## config.mk

```make
export PLATFORM = sky130hd
export DESIGN_NAME = i2c_master_transaction_engine
export DESIGN_NICKNAME = d
export VERILOG_FILES = /design/src/sv/i2cm_pkg.sv /design/src/sv/i2cm_front.sv /design/src/sv/i2cm_queue.sv /design/src/sv/i2cm_back.sv /design/src/sv/i2c_master_transaction_engine.sv
export VERILOG_INCLUDE_DIRS = /design/src /design/src/sv
export SDC_FILE = /design/constraint.sdc
export NUM_CORES = 1
export LEC_CHECK = 0
export ABC_AREA = 1
export BUFFER_PORTS_ARGS = -buffer_cell sky130_fd_sc_hd__buf_2
export CORE_ASPECT_RATIO = 0.6
export CORE_UTILIZATION = 60
export CTS_BUF_LIST = sky130_fd_sc_hd__clkbuf_4
export DETAILED_ROUTE_END_ITERATION = 7
export PLACE_DENSITY = 0.8
export SETUP_SLACK_MARGIN = 0.5
export SYNTH_ARGS = -nofsm -noshare
export SYNTH_HDL_FRONTEND = slang
export SYNTH_SLANG_ARGS = --single-unit
```

## constraint.sdc

```tcl
create_clock -name i_clk -period 6.1 [get_ports i_clk]
set_clock_uncertainty 0.05 [all_clocks]
set_input_delay 0.61 -clock i_clk [delete_from_list [all_inputs] [get_ports i_clk]]
set_output_delay 0.61 -clock i_clk [all_outputs]
set_load 0.02 [all_outputs]
```

## src/sv/i2c_master_transaction_engine_assert.svh

```systemverilog
// Assertion macros shared by the I2C master transaction engine modules.
`ifndef I2C_MASTER_TRANSACTION_ENGINE_ASSERT_SVH
`define I2C_MASTER_TRANSACTION_ENGINE_ASSERT_SVH

// Checked on every clock edge outside reset.
`define I2CM_ASSERT(label, prop, msg) \
    label: assert property (@(posedge i_clk) disable iff (!i_rst_n) (prop)) else $error(msg);

// Checked on every clock edge, reset included.
`define I2CM_ASSERT_ALWAYS(label, prop, msg) \
    label: assert property (@(posedge i_clk) (prop)) else $error(msg);

`endif

```

## src/sv/i2cm_pkg.sv

```systemverilog
// Types, codes and constants of the I2C master transaction engine.
package i2cm_pkg;

    // Register map and reset values
    localparam int CFG_IDX_W = 1;
    localparam logic [CFG_IDX_W-1:0] CFG_ACK_WAIT = 1'd0;
    localparam logic [CFG_IDX_W-1:0] CFG_CMD_GAP  = 1'd1;
    localparam logic [15:0] ACK_WAIT_RESET = 16'd22400;
    localparam logic [7:0]  CMD_GAP_RESET  = 8'd50;
    localparam int          QUEUE_DEPTH_DEFAULT = 2;

    // Widths of the stream payloads
    localparam int IN_DATA_W  = 40;
    localparam int IN_USER_W  = 2;
    localparam int OUT_DATA_W = 16;

    // Input action codes
    localparam logic [1:0] ACT_BEGIN  = 2'd0;
    localparam logic [1:0] ACT_SUPPLY = 2'd1;
    localparam logic [1:0] ACT_TICK   = 2'd2;

    // Transaction kinds
    localparam logic [1:0] KIND_REG_WRITE = 2'd0;
    localparam logic [1:0] KIND_REG_READ  = 2'd1;
    localparam logic [1:0] KIND_READ      = 2'd2;
    localparam logic [1:0] KIND_CMD_WRITE = 2'd3;

    typedef enum logic [1:0] {
        OP_BEGIN,
        OP_SUPPLY,
        OP_TICK
    } t_op;

    // One classified transaction handed from front to back
    typedef struct packed {
        t_op        op;
        logic [1:0] kind;
        logic [7:0] slave_address;
        logic [7:0] register_address;
        logic [7:0] byte_count;
        logic [7:0] write_byte;
        logic       sda_sample;
    } t_item;

    // Configuration write
    typedef struct packed {
        logic                 valid;
        logic [CFG_IDX_W-1:0] index;
        logic [15:0]          data;
    } t_cfg_wr;

    // One result item
    typedef struct packed {
        logic       scl_level;
        logic       sda_level;
        logic       sda_driving;
        logic [7:0] read_byte;
        logic       read_valid;
        logic       need_data;
        logic       done_res;
        logic       status;
        logic       busy_res;
    } t_result;

    typedef struct packed {
        logic scl;
        logic sda;
        logic drv;
    } t_lines;

    typedef enum logic [11:0] {
        PH_IDLE      = 12'b0000_0000_0001,
        PH_START     = 12'b0000_0000_0010,
        PH_TX        = 12'b0000_0000_0100,
        PH_APREP     = 12'b0000_0000_1000,
        PH_AWAIT     = 12'b0000_0001_0000,
        PH_AEND      = 12'b0000_0010_0000,
        PH_GAP       = 12'b0000_0100_0000,
        PH_NEED      = 12'b0000_1000_0000,
        PH_RX        = 12'b0001_0000_0000,
        PH_RACK      = 12'b0010_0000_0000,
        PH_STOP_OK   = 12'b0100_0000_0000,
        PH_STOP_FAIL = 12'b1000_0000_0000
    } t_phase;

    // What follows the acknowledge in progress
    typedef enum logic [2:0] {
        AA_NONE,
        AA_REG,
        AA_DATA,
        AA_RSTART,
        AA_READ,
        AA_GAP,
        AA_STOP,
        AA_FAIL
    } t_after;

endpackage

```

## src/sv/i2cm_front.sv

```systemverilog
// Front end: takes stream transactions, unpacks and classifies them.
module i2cm_front
    import i2cm_pkg::*;
(
    input  logic                 s_axis_tvalid,
    output logic                 s_axis_tready,
    input  logic [IN_DATA_W-1:0] s_axis_tdata,
    input  logic [IN_USER_W-1:0] s_axis_tuser,
    input  logic                 i_queue_full,
    output logic                 o_push,
    output t_item                o_item
);

    logic       w_accept;
    logic       w_is_read;
    logic [1:0] w_kind;
    logic [7:0] w_count;

    assign s_axis_tready = !i_queue_full;
    assign w_accept      = s_axis_tvalid && !i_queue_full;

    // Unpack; reads of length zero are turned into reads of one byte here
    assign w_kind    = s_axis_tdata[1:0];
    assign w_count   = s_axis_tdata[25:18];
    assign w_is_read = (w_kind == KIND_REG_READ) || (w_kind == KIND_READ);

    always_comb begin
        o_item.kind             = w_kind;
        o_item.slave_address    = s_axis_tdata[9:2];
        o_item.register_address = s_axis_tdata[17:10];
        o_item.byte_count       = (w_is_read && w_count == 8'd0) ? 8'd1 : w_count;
        o_item.write_byte       = s_axis_tdata[33:26];
        o_item.sda_sample       = s_axis_tdata[34];
        o_item.op               = OP_TICK;
        o_push                  = 1'b0;
        case (s_axis_tuser)
            ACT_BEGIN: begin
                o_item.op = OP_BEGIN;
                o_push    = w_accept;
            end
            ACT_SUPPLY: begin
                o_item.op = OP_SUPPLY;
                o_push    = w_accept;
            end
            ACT_TICK: begin
                o_item.op = OP_TICK;
                o_push    = w_accept;
            end
            default: begin
                // no-op action: taken and dropped
                o_push = 1'b0;
            end
        endcase
    end

endmodule

```

## src/sv/i2cm_queue.sv

```systemverilog
// Short register queue between front and back.
module i2cm_queue
    import i2cm_pkg::*;
#(
    parameter int DEPTH = QUEUE_DEPTH_DEFAULT
) (
    input  logic  i_clk,
    input  logic  i_rst_n,
    input  logic  i_push,
    input  t_item i_item,
    output logic  o_full,
    input  logic  i_pop,
    output logic  o_valid,
    output t_item o_item
);

    `include "i2c_master_transaction_engine_assert.svh"

    localparam int PW = (DEPTH > 1) ? $clog2(DEPTH) : 1;
    localparam int CW = $clog2(DEPTH + 1);
    localparam logic [PW-1:0] LAST_PTR = PW'(DEPTH - 1);
    localparam logic [CW-1:0] FULL_CNT = CW'(DEPTH);

    t_item         r_mem [DEPTH];
    logic [PW-1:0] r_wr_ptr, n_wr_ptr;
    logic [PW-1:0] r_rd_ptr, n_rd_ptr;
    logic [CW-1:0] r_count, n_count;

    assign o_full  = (r_count == FULL_CNT);
    assign o_valid = (r_count != '0);
    assign o_item  = r_mem[r_rd_ptr];

    // Pointer and fill count update
    always_comb begin
        n_wr_ptr = r_wr_ptr;
        n_rd_ptr = r_rd_ptr;
        n_count  = r_count;
        if (i_push) begin
            n_wr_ptr = (r_wr_ptr == LAST_PTR) ? '0 : r_wr_ptr + 1'b1;
        end
        if (i_pop) begin
            n_rd_ptr = (r_rd_ptr == LAST_PTR) ? '0 : r_rd_ptr + 1'b1;
        end
        if (i_push && !i_pop) begin
            n_count = r_count + 1'b1;
        end else if (!i_push && i_pop) begin
            n_count = r_count - 1'b1;
        end
    end

    always_ff @(posedge i_clk) begin
        if (!i_rst_n) begin
            r_wr_ptr <= '0;
            r_rd_ptr <= '0;
            r_count  <= '0;
        end else begin
            r_wr_ptr <= n_wr_ptr;
            r_rd_ptr <= n_rd_ptr;
            r_count  <= n_count;
        end
    end

    // Storage
    always_ff @(posedge i_clk) begin
        if (i_push) begin
            r_mem[r_wr_ptr] <= i_item;
        end
    end

    `I2CM_ASSERT(a_pop_not_empty, i_pop |-> (r_count != '0), "queue popped while empty")
    `I2CM_ASSERT(a_count_bound, r_count <= FULL_CNT, "queue fill count beyond depth")
    `I2CM_ASSERT_ALWAYS(a_reset_empty, !i_rst_n |=> (r_count == '0), "queue not empty after reset")

endmodule

```

## src/sv/i2cm_back.sv

```systemverilog
// Back end: bus sequencer, configuration registers and result register.
module i2cm_back
    import i2cm_pkg::*;
(
    input  logic                  i_clk,
    input  logic                  i_rst_n,
    input  t_cfg_wr               i_cfg,
    input  logic                  i_item_valid,
    input  t_item                 i_item,
    output logic                  o_pop,
    output logic                  m_axis_tvalid,
    input  logic                  m_axis_tready,
    output logic [OUT_DATA_W-1:0] m_axis_tdata,
    output logic                  m_axis_tlast
);

    `include "i2c_master_transaction_engine_assert.svh"

    // Configuration
    logic [15:0] r_ack_wait_limit;
    logic [7:0]  r_cmd_gap;

    // Sequencer state
    t_phase      r_phase, n_phase;
    t_after      r_after, n_after;
    logic [3:0]  r_bit_cnt, n_bit_cnt;
    logic [7:0]  r_shift, n_shift;
    logic [7:0]  r_bytes_left, n_bytes_left;
    logic [15:0] r_ack_timer, n_ack_timer;
    logic [7:0]  r_gap_timer, n_gap_timer;
    logic [1:0]  r_held_kind, n_held_kind;
    logic [7:0]  r_held_addr, n_held_addr;
    logic [7:0]  r_held_reg, n_held_reg;
    logic [7:0]  r_pend_byte, n_pend_byte;
    logic        r_pend_valid, n_pend_valid;
    t_lines      r_lines, n_lines;

    // Result register
    t_result     r_res, w_res;
    logic        r_res_valid;

    logic        w_slot_free;
    logic        w_fire;
    logic [15:0] w_ack_next;

    assign w_slot_free = !r_res_valid || m_axis_tready;
    assign w_fire      = i_item_valid && (i_item.op != OP_TICK || w_slot_free);
    assign o_pop       = w_fire;
    assign w_ack_next  = r_ack_timer + 16'd1;

    // Configuration writes
    always_ff @(posedge i_clk) begin
        if (!i_rst_n) begin
            r_ack_wait_limit <= ACK_WAIT_RESET;
            r_cmd_gap        <= CMD_GAP_RESET;
        end else if (i_cfg.valid) begin
            case (i_cfg.index)
                CFG_ACK_WAIT: r_ack_wait_limit <= i_cfg.data;
                CFG_CMD_GAP:  r_cmd_gap        <= i_cfg.data[7:0];
                default:      ;
            endcase
        end
    end

    // Next state for one transaction popped from the queue
    always_comb begin
        n_phase      = r_phase;
        n_after      = r_after;
        n_bit_cnt    = r_bit_cnt;
        n_shift      = r_shift;
        n_bytes_left = r_bytes_left;
        n_ack_timer  = r_ack_timer;
        n_gap_timer  = r_gap_timer;
        n_held_kind  = r_held_kind;
        n_held_addr  = r_held_addr;
        n_held_reg   = r_held_reg;
        n_pend_byte  = r_pend_byte;
        n_pend_valid = r_pend_valid;
        n_lines      = r_lines;
        w_res        = '0;

        case (i_item.op)
            OP_BEGIN: begin
                // ignored unless idle
                if (r_phase == PH_IDLE) begin
                    n_held_kind  = i_item.kind;
                    n_held_addr  = i_item.slave_address;
                    n_held_reg   = i_item.register_address;
                    n_bytes_left = i_item.byte_count;
                    n_pend_valid = 1'b0;
                    n_ack_timer  = '0;
                    n_shift      = i_item.slave_address;
                    n_phase      = PH_START;
                    n_bit_cnt    = '0;
                    case (i_item.kind)
                        KIND_READ:      n_after = AA_READ;
                        KIND_CMD_WRITE: n_after = AA_GAP;
                        default:        n_after = AA_REG;
                    endcase
                end
            end
            OP_SUPPLY: begin
                n_pend_byte  = i_item.write_byte;
                n_pend_valid = 1'b1;
            end
            default: begin
                // one bus delay period
                case (r_phase)
                    PH_IDLE: begin
                        n_lines = r_lines;
                    end
                    PH_START: begin
                        n_lines = '{scl: (r_bit_cnt != 4'd0), sda: (r_bit_cnt != 4'd3),
                                    drv: 1'b1};
                        if (r_bit_cnt >= 4'd3) begin
                            n_phase   = PH_TX;
                            n_bit_cnt = '0;
                        end else begin
                            n_bit_cnt = r_bit_cnt + 4'd1;
                        end
                    end
                    PH_TX: begin
                        n_lines = '{scl: r_bit_cnt[0], sda: r_shift[7], drv: 1'b1};
                        if (r_bit_cnt[0]) begin
                            n_shift = {r_shift[6:0], 1'b0};
                        end
                        if (r_bit_cnt == 4'd15) begin
                            n_phase   = PH_APREP;
                            n_bit_cnt = '0;
                        end else begin
                            n_bit_cnt = r_bit_cnt + 4'd1;
                        end
                    end
                    PH_APREP: begin
                        n_lines = '{scl: 1'b0, sda: 1'b1, drv: (r_bit_cnt < 4'd2)};
                        if (r_bit_cnt >= 4'd2) begin
                            n_phase     = PH_AWAIT;
                            n_bit_cnt   = '0;
                            n_ack_timer = '0;
                        end else begin
                            n_bit_cnt = r_bit_cnt + 4'd1;
                        end
                    end
                    PH_AWAIT: begin
                        n_lines = '{scl: 1'b1, sda: 1'b1, drv: 1'b0};
                        if (!i_item.sda_sample) begin
                            n_phase = PH_AEND;
                        end else begin
                            n_ack_timer = w_ack_next;
                            if (w_ack_next >= r_ack_wait_limit || w_ack_next == 16'd0) begin
                                n_after = AA_FAIL;
                                n_phase = PH_AEND;
                            end
                        end
                    end
                    PH_AEND: begin
                        n_lines = '{scl: 1'b0, sda: 1'b1, drv: 1'b0};
                        n_bit_cnt = '0;
                        case (r_after)
                            AA_REG: begin
                                n_shift = r_held_reg;
                                n_after = (r_held_kind == KIND_REG_READ) ? AA_RSTART : AA_DATA;
                                n_phase = PH_TX;
                            end
                            AA_DATA: begin
                                if (r_bytes_left == 8'd0) begin
                                    n_phase = PH_STOP_OK;
                                end else begin
                                    n_phase   = PH_NEED;
                                    n_bit_cnt = r_bit_cnt;
                                end
                            end
                            AA_RSTART: begin
                                n_shift = r_held_addr + 8'd1;
                                n_after = AA_READ;
                                n_phase = PH_START;
                            end
                            AA_READ: begin
                                n_phase = PH_RX;
                                n_shift = '0;
                            end
                            AA_GAP: begin
                                n_gap_timer = r_cmd_gap;
                                if (r_cmd_gap == 8'd0) begin
                                    n_shift = r_held_reg;
                                    n_after = AA_STOP;
                                    n_phase = PH_TX;
                                end else begin
                                    n_phase   = PH_GAP;
                                    n_bit_cnt = r_bit_cnt;
                                end
                            end
                            AA_FAIL: begin
                                n_phase = PH_STOP_FAIL;
                            end
                            default: begin
                                n_phase = PH_STOP_OK;
                            end
                        endcase
                    end
                    PH_GAP: begin
                        n_lines = '{scl: 1'b0, sda: 1'b1, drv: 1'b0};
                        n_gap_timer = r_gap_timer - 8'd1;
                        if (r_gap_timer == 8'd1) begin
                            n_shift   = r_held_reg;
                            n_after   = AA_STOP;
                            n_phase   = PH_TX;
                            n_bit_cnt = '0;
                        end
                    end
                    PH_NEED: begin
                        n_lines = '{scl: 1'b0, sda: 1'b1, drv: 1'b0};
                        w_res.need_data = !r_pend_valid;
                        if (r_pend_valid) begin
                            n_pend_valid = 1'b0;
                            n_bytes_left = r_bytes_left - 8'd1;
                            n_shift      = r_pend_byte;
                            n_after      = AA_DATA;
                            n_phase      = PH_TX;
                            n_bit_cnt    = '0;
                        end
                    end
                    PH_RX: begin
                        n_lines = '{scl: r_bit_cnt[0], sda: 1'b1, drv: 1'b0};
                        if (r_bit_cnt[0]) begin
                            n_shift = {r_shift[6:0], i_item.sda_sample};
                        end
                        if (r_bit_cnt == 4'd15) begin
                            w_res.read_valid = 1'b1;
                            w_res.read_byte  = n_shift;
                            n_phase          = PH_RACK;
                            n_bit_cnt        = '0;
                        end else begin
                            n_bit_cnt = r_bit_cnt + 4'd1;
                        end
                    end
                    PH_RACK: begin
                        // acknowledge all but the last byte
                        n_lines = '{scl: (r_bit_cnt == 4'd1), sda: (r_bytes_left <= 8'd1),
                                    drv: 1'b1};
                        if (r_bit_cnt >= 4'd2) begin
                            n_bit_cnt = '0;
                            if (r_bytes_left <= 8'd1) begin
                                n_bytes_left = '0;
                                n_phase      = PH_STOP_OK;
                            end else begin
                                n_bytes_left = r_bytes_left - 8'd1;
                                n_phase      = PH_RX;
                                n_shift      = '0;
                            end
                        end else begin
                            n_bit_cnt = r_bit_cnt + 4'd1;
                        end
                    end
                    PH_STOP_OK, PH_STOP_FAIL: begin
                        n_lines = '{scl: (r_bit_cnt != 4'd0), sda: (r_bit_cnt >= 4'd3),
                                    drv: 1'b1};
                        if (r_bit_cnt >= 4'd3) begin
                            w_res.done_res = 1'b1;
                            w_res.status   = (r_phase == PH_STOP_FAIL);
                            n_phase        = PH_IDLE;
                            n_bit_cnt      = '0;
                            n_after        = AA_NONE;
                        end else begin
                            n_bit_cnt = r_bit_cnt + 4'd1;
                        end
                    end
                    default: begin
                        n_phase = PH_IDLE;
                    end
                endcase
                w_res.scl_level   = n_lines.scl;
                w_res.sda_level   = n_lines.sda;
                w_res.sda_driving = n_lines.drv;
                w_res.busy_res    = (n_phase != PH_IDLE);
            end
        endcase
    end

    // Sequencer registers
    always_ff @(posedge i_clk) begin
        if (!i_rst_n) begin
            r_phase      <= PH_IDLE;
            r_after      <= AA_NONE;
            r_bit_cnt    <= '0;
            r_shift      <= '0;
            r_bytes_left <= '0;
            r_ack_timer  <= '0;
            r_gap_timer  <= '0;
            r_held_kind  <= '0;
            r_held_addr  <= '0;
            r_held_reg   <= '0;
            r_pend_valid <= 1'b0;
            r_lines      <= '{scl: 1'b1, sda: 1'b1, drv: 1'b1};
        end else if (w_fire) begin
            r_phase      <= n_phase;
            r_after      <= n_after;
            r_bit_cnt    <= n_bit_cnt;
            r_shift      <= n_shift;
            r_bytes_left <= n_bytes_left;
            r_ack_timer  <= n_ack_timer;
            r_gap_timer  <= n_gap_timer;
            r_held_kind  <= n_held_kind;
            r_held_addr  <= n_held_addr;
            r_held_reg   <= n_held_reg;
            r_pend_valid <= n_pend_valid;
            r_lines      <= n_lines;
        end
    end

    // Pending write byte: no reset, only read while its valid flag is set
    always_ff @(posedge i_clk) begin
        if (w_fire) begin
            r_pend_byte <= n_pend_byte;
        end
    end

    // Result register
    always_ff @(posedge i_clk) begin
        if (!i_rst_n) begin
            r_res_valid <= 1'b0;
        end else if (w_fire && i_item.op == OP_TICK) begin
            r_res_valid <= 1'b1;
        end else if (m_axis_tready) begin
            r_res_valid <= 1'b0;
        end
    end

    always_ff @(posedge i_clk) begin
        if (w_fire && i_item.op == OP_TICK) begin
            r_res <= w_res;
        end
    end

    assign m_axis_tvalid = r_res_valid;
    assign m_axis_tlast  = r_res.done_res;
    assign m_axis_tdata  = {1'b0, r_res.busy_res, r_res.status, r_res.need_data,
                            r_res.read_valid, r_res.read_byte, r_res.sda_driving,
                            r_res.sda_level, r_res.scl_level};

    `I2CM_ASSERT(a_done_not_busy, (r_res_valid && r_res.done_res) |-> !r_res.busy_res, "done result still busy")
    `I2CM_ASSERT(a_status_with_done, (r_res_valid && r_res.status) |-> r_res.done_res, "status without done")
    `I2CM_ASSERT(a_need_in_need_phase, (r_res_valid && r_res.need_data) |-> (r_phase == PH_NEED), "need_data outside byte wait")

endmodule

```

## src/sv/i2c_master_transaction_engine.sv

```systemverilog
// Top level of the I2C master transaction engine.
//
// Channel   Dir  Handshake                      Payload
// s_axis    in   s_axis_tvalid/s_axis_tready    tdata: kind, slave_address, register_address,
//                                               byte_count, write_byte, sda_sample; tuser: action
// m_axis    out  m_axis_tvalid/m_axis_tready    tdata: pin levels and status; tlast: done_res
// cfg       in   i_cfg_valid/o_cfg_ready        i_cfg_index, i_cfg_data
//
// One transaction a cycle on each side: the back end retires one queued item per cycle,
// a tick item needing the result register to be free or emptied in that cycle.
// Begin, supply and no-op items give no result and never wait on the output side.
// The queue between front and back holds QUEUE_DEPTH items; s_axis_tready drops when full.
// Reset is synchronous and active low; afterwards both lines read high, with SDA driven.
// Configuration is always ready; the user must write it only while the engine is idle, the block does not enforce it.
module i2c_master_transaction_engine
    import i2cm_pkg::*;
#(
    parameter int QUEUE_DEPTH = QUEUE_DEPTH_DEFAULT
) (
    input  logic                  i_clk,
    input  logic                  i_rst_n,
    // [1:0] kind, [9:2] slave_address, [17:10] register_address, [25:18] byte_count,
    // [33:26] write_byte, [34] sda_sample, [39:35] zero
    input  logic                  s_axis_tvalid,
    output logic                  s_axis_tready,
    input  logic [IN_DATA_W-1:0]  s_axis_tdata,
    // [1:0] action
    input  logic [IN_USER_W-1:0]  s_axis_tuser,
    // [0] scl_level, [1] sda_level, [2] sda_driving, [10:3] read_byte, [11] read_valid,
    // [12] need_data, [13] status, [14] busy_res, [15] zero
    output logic                  m_axis_tvalid,
    input  logic                  m_axis_tready,
    output logic [OUT_DATA_W-1:0] m_axis_tdata,
    output logic                  m_axis_tlast,
    input  logic                  i_cfg_valid,
    output logic                  o_cfg_ready,
    input  logic [CFG_IDX_W-1:0]  i_cfg_index,
    input  logic [15:0]           i_cfg_data
);

    logic    w_push;
    logic    w_full;
    logic    w_pop;
    logic    w_q_valid;
    t_item   w_front_item;
    t_item   w_q_item;
    t_cfg_wr w_cfg;

    assign o_cfg_ready = 1'b1;
    assign w_cfg       = '{valid: i_cfg_valid, index: i_cfg_index, data: i_cfg_data};

    i2cm_front u_front (
        .s_axis_tvalid (s_axis_tvalid),
        .s_axis_tready (s_axis_tready),
        .s_axis_tdata  (s_axis_tdata),
        .s_axis_tuser  (s_axis_tuser),
        .i_queue_full  (w_full),
        .o_push        (w_push),
        .o_item        (w_front_item)
    );

    i2cm_queue #(
        .DEPTH (QUEUE_DEPTH)
    ) u_queue (
        .i_clk   (i_clk),
        .i_rst_n (i_rst_n),
        .i_push  (w_push),
        .i_item  (w_front_item),
        .o_full  (w_full),
        .i_pop   (w_pop),
        .o_valid (w_q_valid),
        .o_item  (w_q_item)
    );

    i2cm_back u_back (
        .i_clk         (i_clk),
        .i_rst_n       (i_rst_n),
        .i_cfg         (w_cfg),
        .i_item_valid  (w_q_valid),
        .i_item        (w_q_item),
        .o_pop         (w_pop),
        .m_axis_tvalid (m_axis_tvalid),
        .m_axis_tready (m_axis_tready),
        .m_axis_tdata  (m_axis_tdata),
        .m_axis_tlast  (m_axis_tlast)
    );

endmodule

```

==> summary.txt <==
Run status
  – Status: finished clean

Placement
  – Post-place instance area: 0.0113 mm2
  – Cell Count Post-Placement: between 1500 and 2000
  – Placer Congestion: 1.00
  – DP HPWL: just over 20 mm
  – Pre-CTS setup slack: 2.61 ns
  – Port Buffers: between 70 and 80

Yosys
  – Syn Nets: 1432
  – Largest family of logic cells by synthesized area: simple AND/OR/NAND/NOR gates
  – Post-synthesis sequential area ratio: 0.480
  – Simple-Gate Fraction of Synth Area: 0.258
  – Mux share of post-synthesis cell area: 0.00372
  – Post-Synth XOR/XNOR Area: 0.00896
  – Adder-Cell Fraction of Synth Area: 0.0326
  – Synthesis Warnings: 0
  – Syn Area/Cell: 8.03 um2
  – Post-synth EDFFs: 98
  – Synth Register Bits: 209
  – Async SR Flop Fraction: 0
  – Post-synthesis compound-gate area fraction: 0.140
  – Synth Flop Type: dfxtp_1
  – Synth Cell Area: 0.0108 mm2
  – Syn Inst Count: 1340
  – Post-synth cell types: 52

Global routing
  – Total gr overflow: 0
  – Vias in the first global route: 8643
  – Largest net degree at the start of global routing: 72
  – Total Routing Usage GR: 0.311
  – Initial antenna violation count: 1
  – First-pass GRT wire length: 45.0 mm

CTS
  – CTS sink cnt: 209
  – Clk slew on worst S/H paths: 0.08 ns
  – CTS Hold Bufs: 0
  – Longest Clk Path Bufs: 3
  – H-tree depth: 2
  – Post-CTS Resized: 0
  – Clock buffer count from CTS: 49
  – TritonCTS clock tree: done
  – Postcts setup bufs: 0
  – CTS Root Cell: clkbuf_4
  – Worst-Skew Late Latency: 0.65 ns

STA
  – Minimum clock period: around 3.6 ns
  – Final Hold Fails: 0
  – Final setup vio count: 0
  – Worst hold margin: 0.103 ns
  – Pins Over Slew Limit: 0
  – Relative slew slack: 0.252
  – Period utilization: 0.590
  – Fin worst setup slack: 2.50 ns
  – Fmax achieved: about 0.28 GHz
  – Worst Tran Pin Value: between 1 and 1.5 ns
  – Total negative slack: 0 ns
  – RSZ-0062 raised after global routing: no

Layout
  – Final Non-Filler Cells: 1696
  – Layout cells sized above 1: 0.161
  – Largest reg by FF count: u_queue.r_mem
  – Finished Cell Area: 0.0119 mm2
  – Max FFs per register: 74
  – Diodes inserted: 0
  – Final #Nets: 1513
  – Area Overhead vs Synth: 10.6%
  – Fillcell total: 1480
  – Largest registers: u_queue.r_mem x74, u_back.r_ack_timer x16, u_back.r_ack_wait_limit x16

Routing
  – Via density: roughly 5.7
  – Detailed-route DRC error count: 0
  – Drt pass-1 iters: 5
  – Vias post-DR: 9691
  – Initial DRC Count: 1109
  – Post-route ant nets: 0
  – Wire length per cell: 16.6 um
  – Final wirelength: 28.2 mm

Setup path
  – Data arrival, critical path: 4.05 ns
  – WS Path Type: flop to flop
  – CP Max Fanout: 38
  – CP startpoint kind: flop
  – CP required: 6.55 ns
  – Critical Path End Type: flop

Floorplan
  – DIE AREA: about 0.018 mm2
  – Site Rows: 37
  – Chip height: 106 um
  – IO Count: 84
  – Initial core utilization: 0.621
  – Die Wd: between 150 and 200 um
  – Core ar.: 0.0173 mm2

Pwr
  – P per Cell Area: ~400 mW/mm2
  – Peak supply drop: approximately 0.00030 V
  – Leakage: slightly above 5 nW

Min path
  – HP Start: s_axis_tdata[3]
  – Hold/Removal Path Class: input pin to flop

Run
  – Max-cap violations: 0
layer usage:
layer,GRT usage,wire length [um]
met1,0.491,13100
met2,0.405,10900
met3,0.0974,3890
met4,0.0671,325
met5,0,13
cell type report:
| class | count | area [um2] | share of cell area |
|---|---|---|---|
| well taps | 234 | 293 | 0.0246 |
| repair buffers | 81 | 418 | 0.0351 |
| multi-input cells | 923 | 4790 | 0.403 |
| clock inverters | 18 | 82.6 | 0.00694 |
| flip-flops and latches | 209 | 5160 | 0.434 |
| inverters | 157 | 589 | 0.0495 |
| clock buffers | 74 | 556 | 0.0467 |
synthesized netlist by cell type, types with 7 or more instances:
library cell / n / area, um2
or2_2: 9 / 56.3
nor3_1: 16 / 80.1
ha_1: 28 / 350
xor2_1: 8 / 70.1
o21ai_1: 7 / 35.0
a211oi_1: 11 / 82.6
nor2_4: 7 / 78.8
dfxtp_1: 111 / 2220
nand4_1: 29 / 181
edfxtp_1: 98 / 2940
o21ai_0: 88 / 440
a31oi_1: 12 / 75.1
buf_2: 9 / 45.0
nor2_1: 145 / 544
clkbuf_1: 35 / 131
nand2_2: 10 / 62.6
nand2_1: 308 / 1160
nor2_2: 8 / 50.1
inv_1: 144 / 541
inv_2: 12 / 45.0
a21oi_1: 89 / 445
nand3_1: 70 / 350
a211oi_2: 9 / 113
o211ai_1: 9 / 67.6
through the flow:
step | util | total power, mW
6_report | 0.687 | 4.81
5_1_grt | 0.687 | 5.13
4_1_cts | 0.687 | 4.77
3_5_place_dp | 0.650 | 3.64
3_3_place_gp | 0.650 | 3.59
2_1_floorplan | - | 3.18
where the power goes:
group | switching (mW) | internal, mW
logic | 1.20 | 0.530
registers | 0.181 | 1.76
clock network | 0.573 | 0.563
total | 1.95 | 2.85
placed cells by master (no fill, tap or decap), drive strengths merged, types with 2 or more instances in the layout:
cell	count
xor2	8
a21oi	89
o21ai	98
edfxtp	98
o22ai	5
o21a	6
nor3b	3
conb	2
a31oi	12
o32ai	5
o211ai	9
a211oi	20
clkbuf	74
nand3	73
buf	81
nand2	322
or2	9
nor4	2
o31ai	2
o21bai	2
nor3	19
nor2	162
nand4	29
mux2i	4
o2111ai	2
dfxtp	111
a311oi	4
xnor2	3
inv	158
ha	28
clkinv	16
critical path: stages, from the launching register on:
cell,delay (ns)
dfxtp_1,0.34
buf_4,0.41
nand2_1,0.12
nand2_2,0.21
inv_2,0.12
nand2_2,0.07
buf_4,0.38
inv_2,0.27
nand2_2,0.16
nand2_4,0.08
nor2_8,0.16
nand3_2,0.58
a21oi_1,0.41
a211oi_2,0.05
cells by family after synthesis:
group | after synthesis
simple gates | 622
compound gates | 256
flops | 209
buf+inv | 208
fa+ha+maj | 28
xor+xnor | 11
mux | 4
other cells | 2
path summary, 6_finish.rpt:
path,end,slack (ns),depth (start not counted)
min,u_queue.r_mem[1][26],0.10,1
max reg2reg,u_back.r_ack_timer[0],2.50,13
min reg2reg,flop,0.41,1
max,u_back.r_ack_timer[0],2.50,13
No activity file was read; power rests on OpenSTA's default activity.
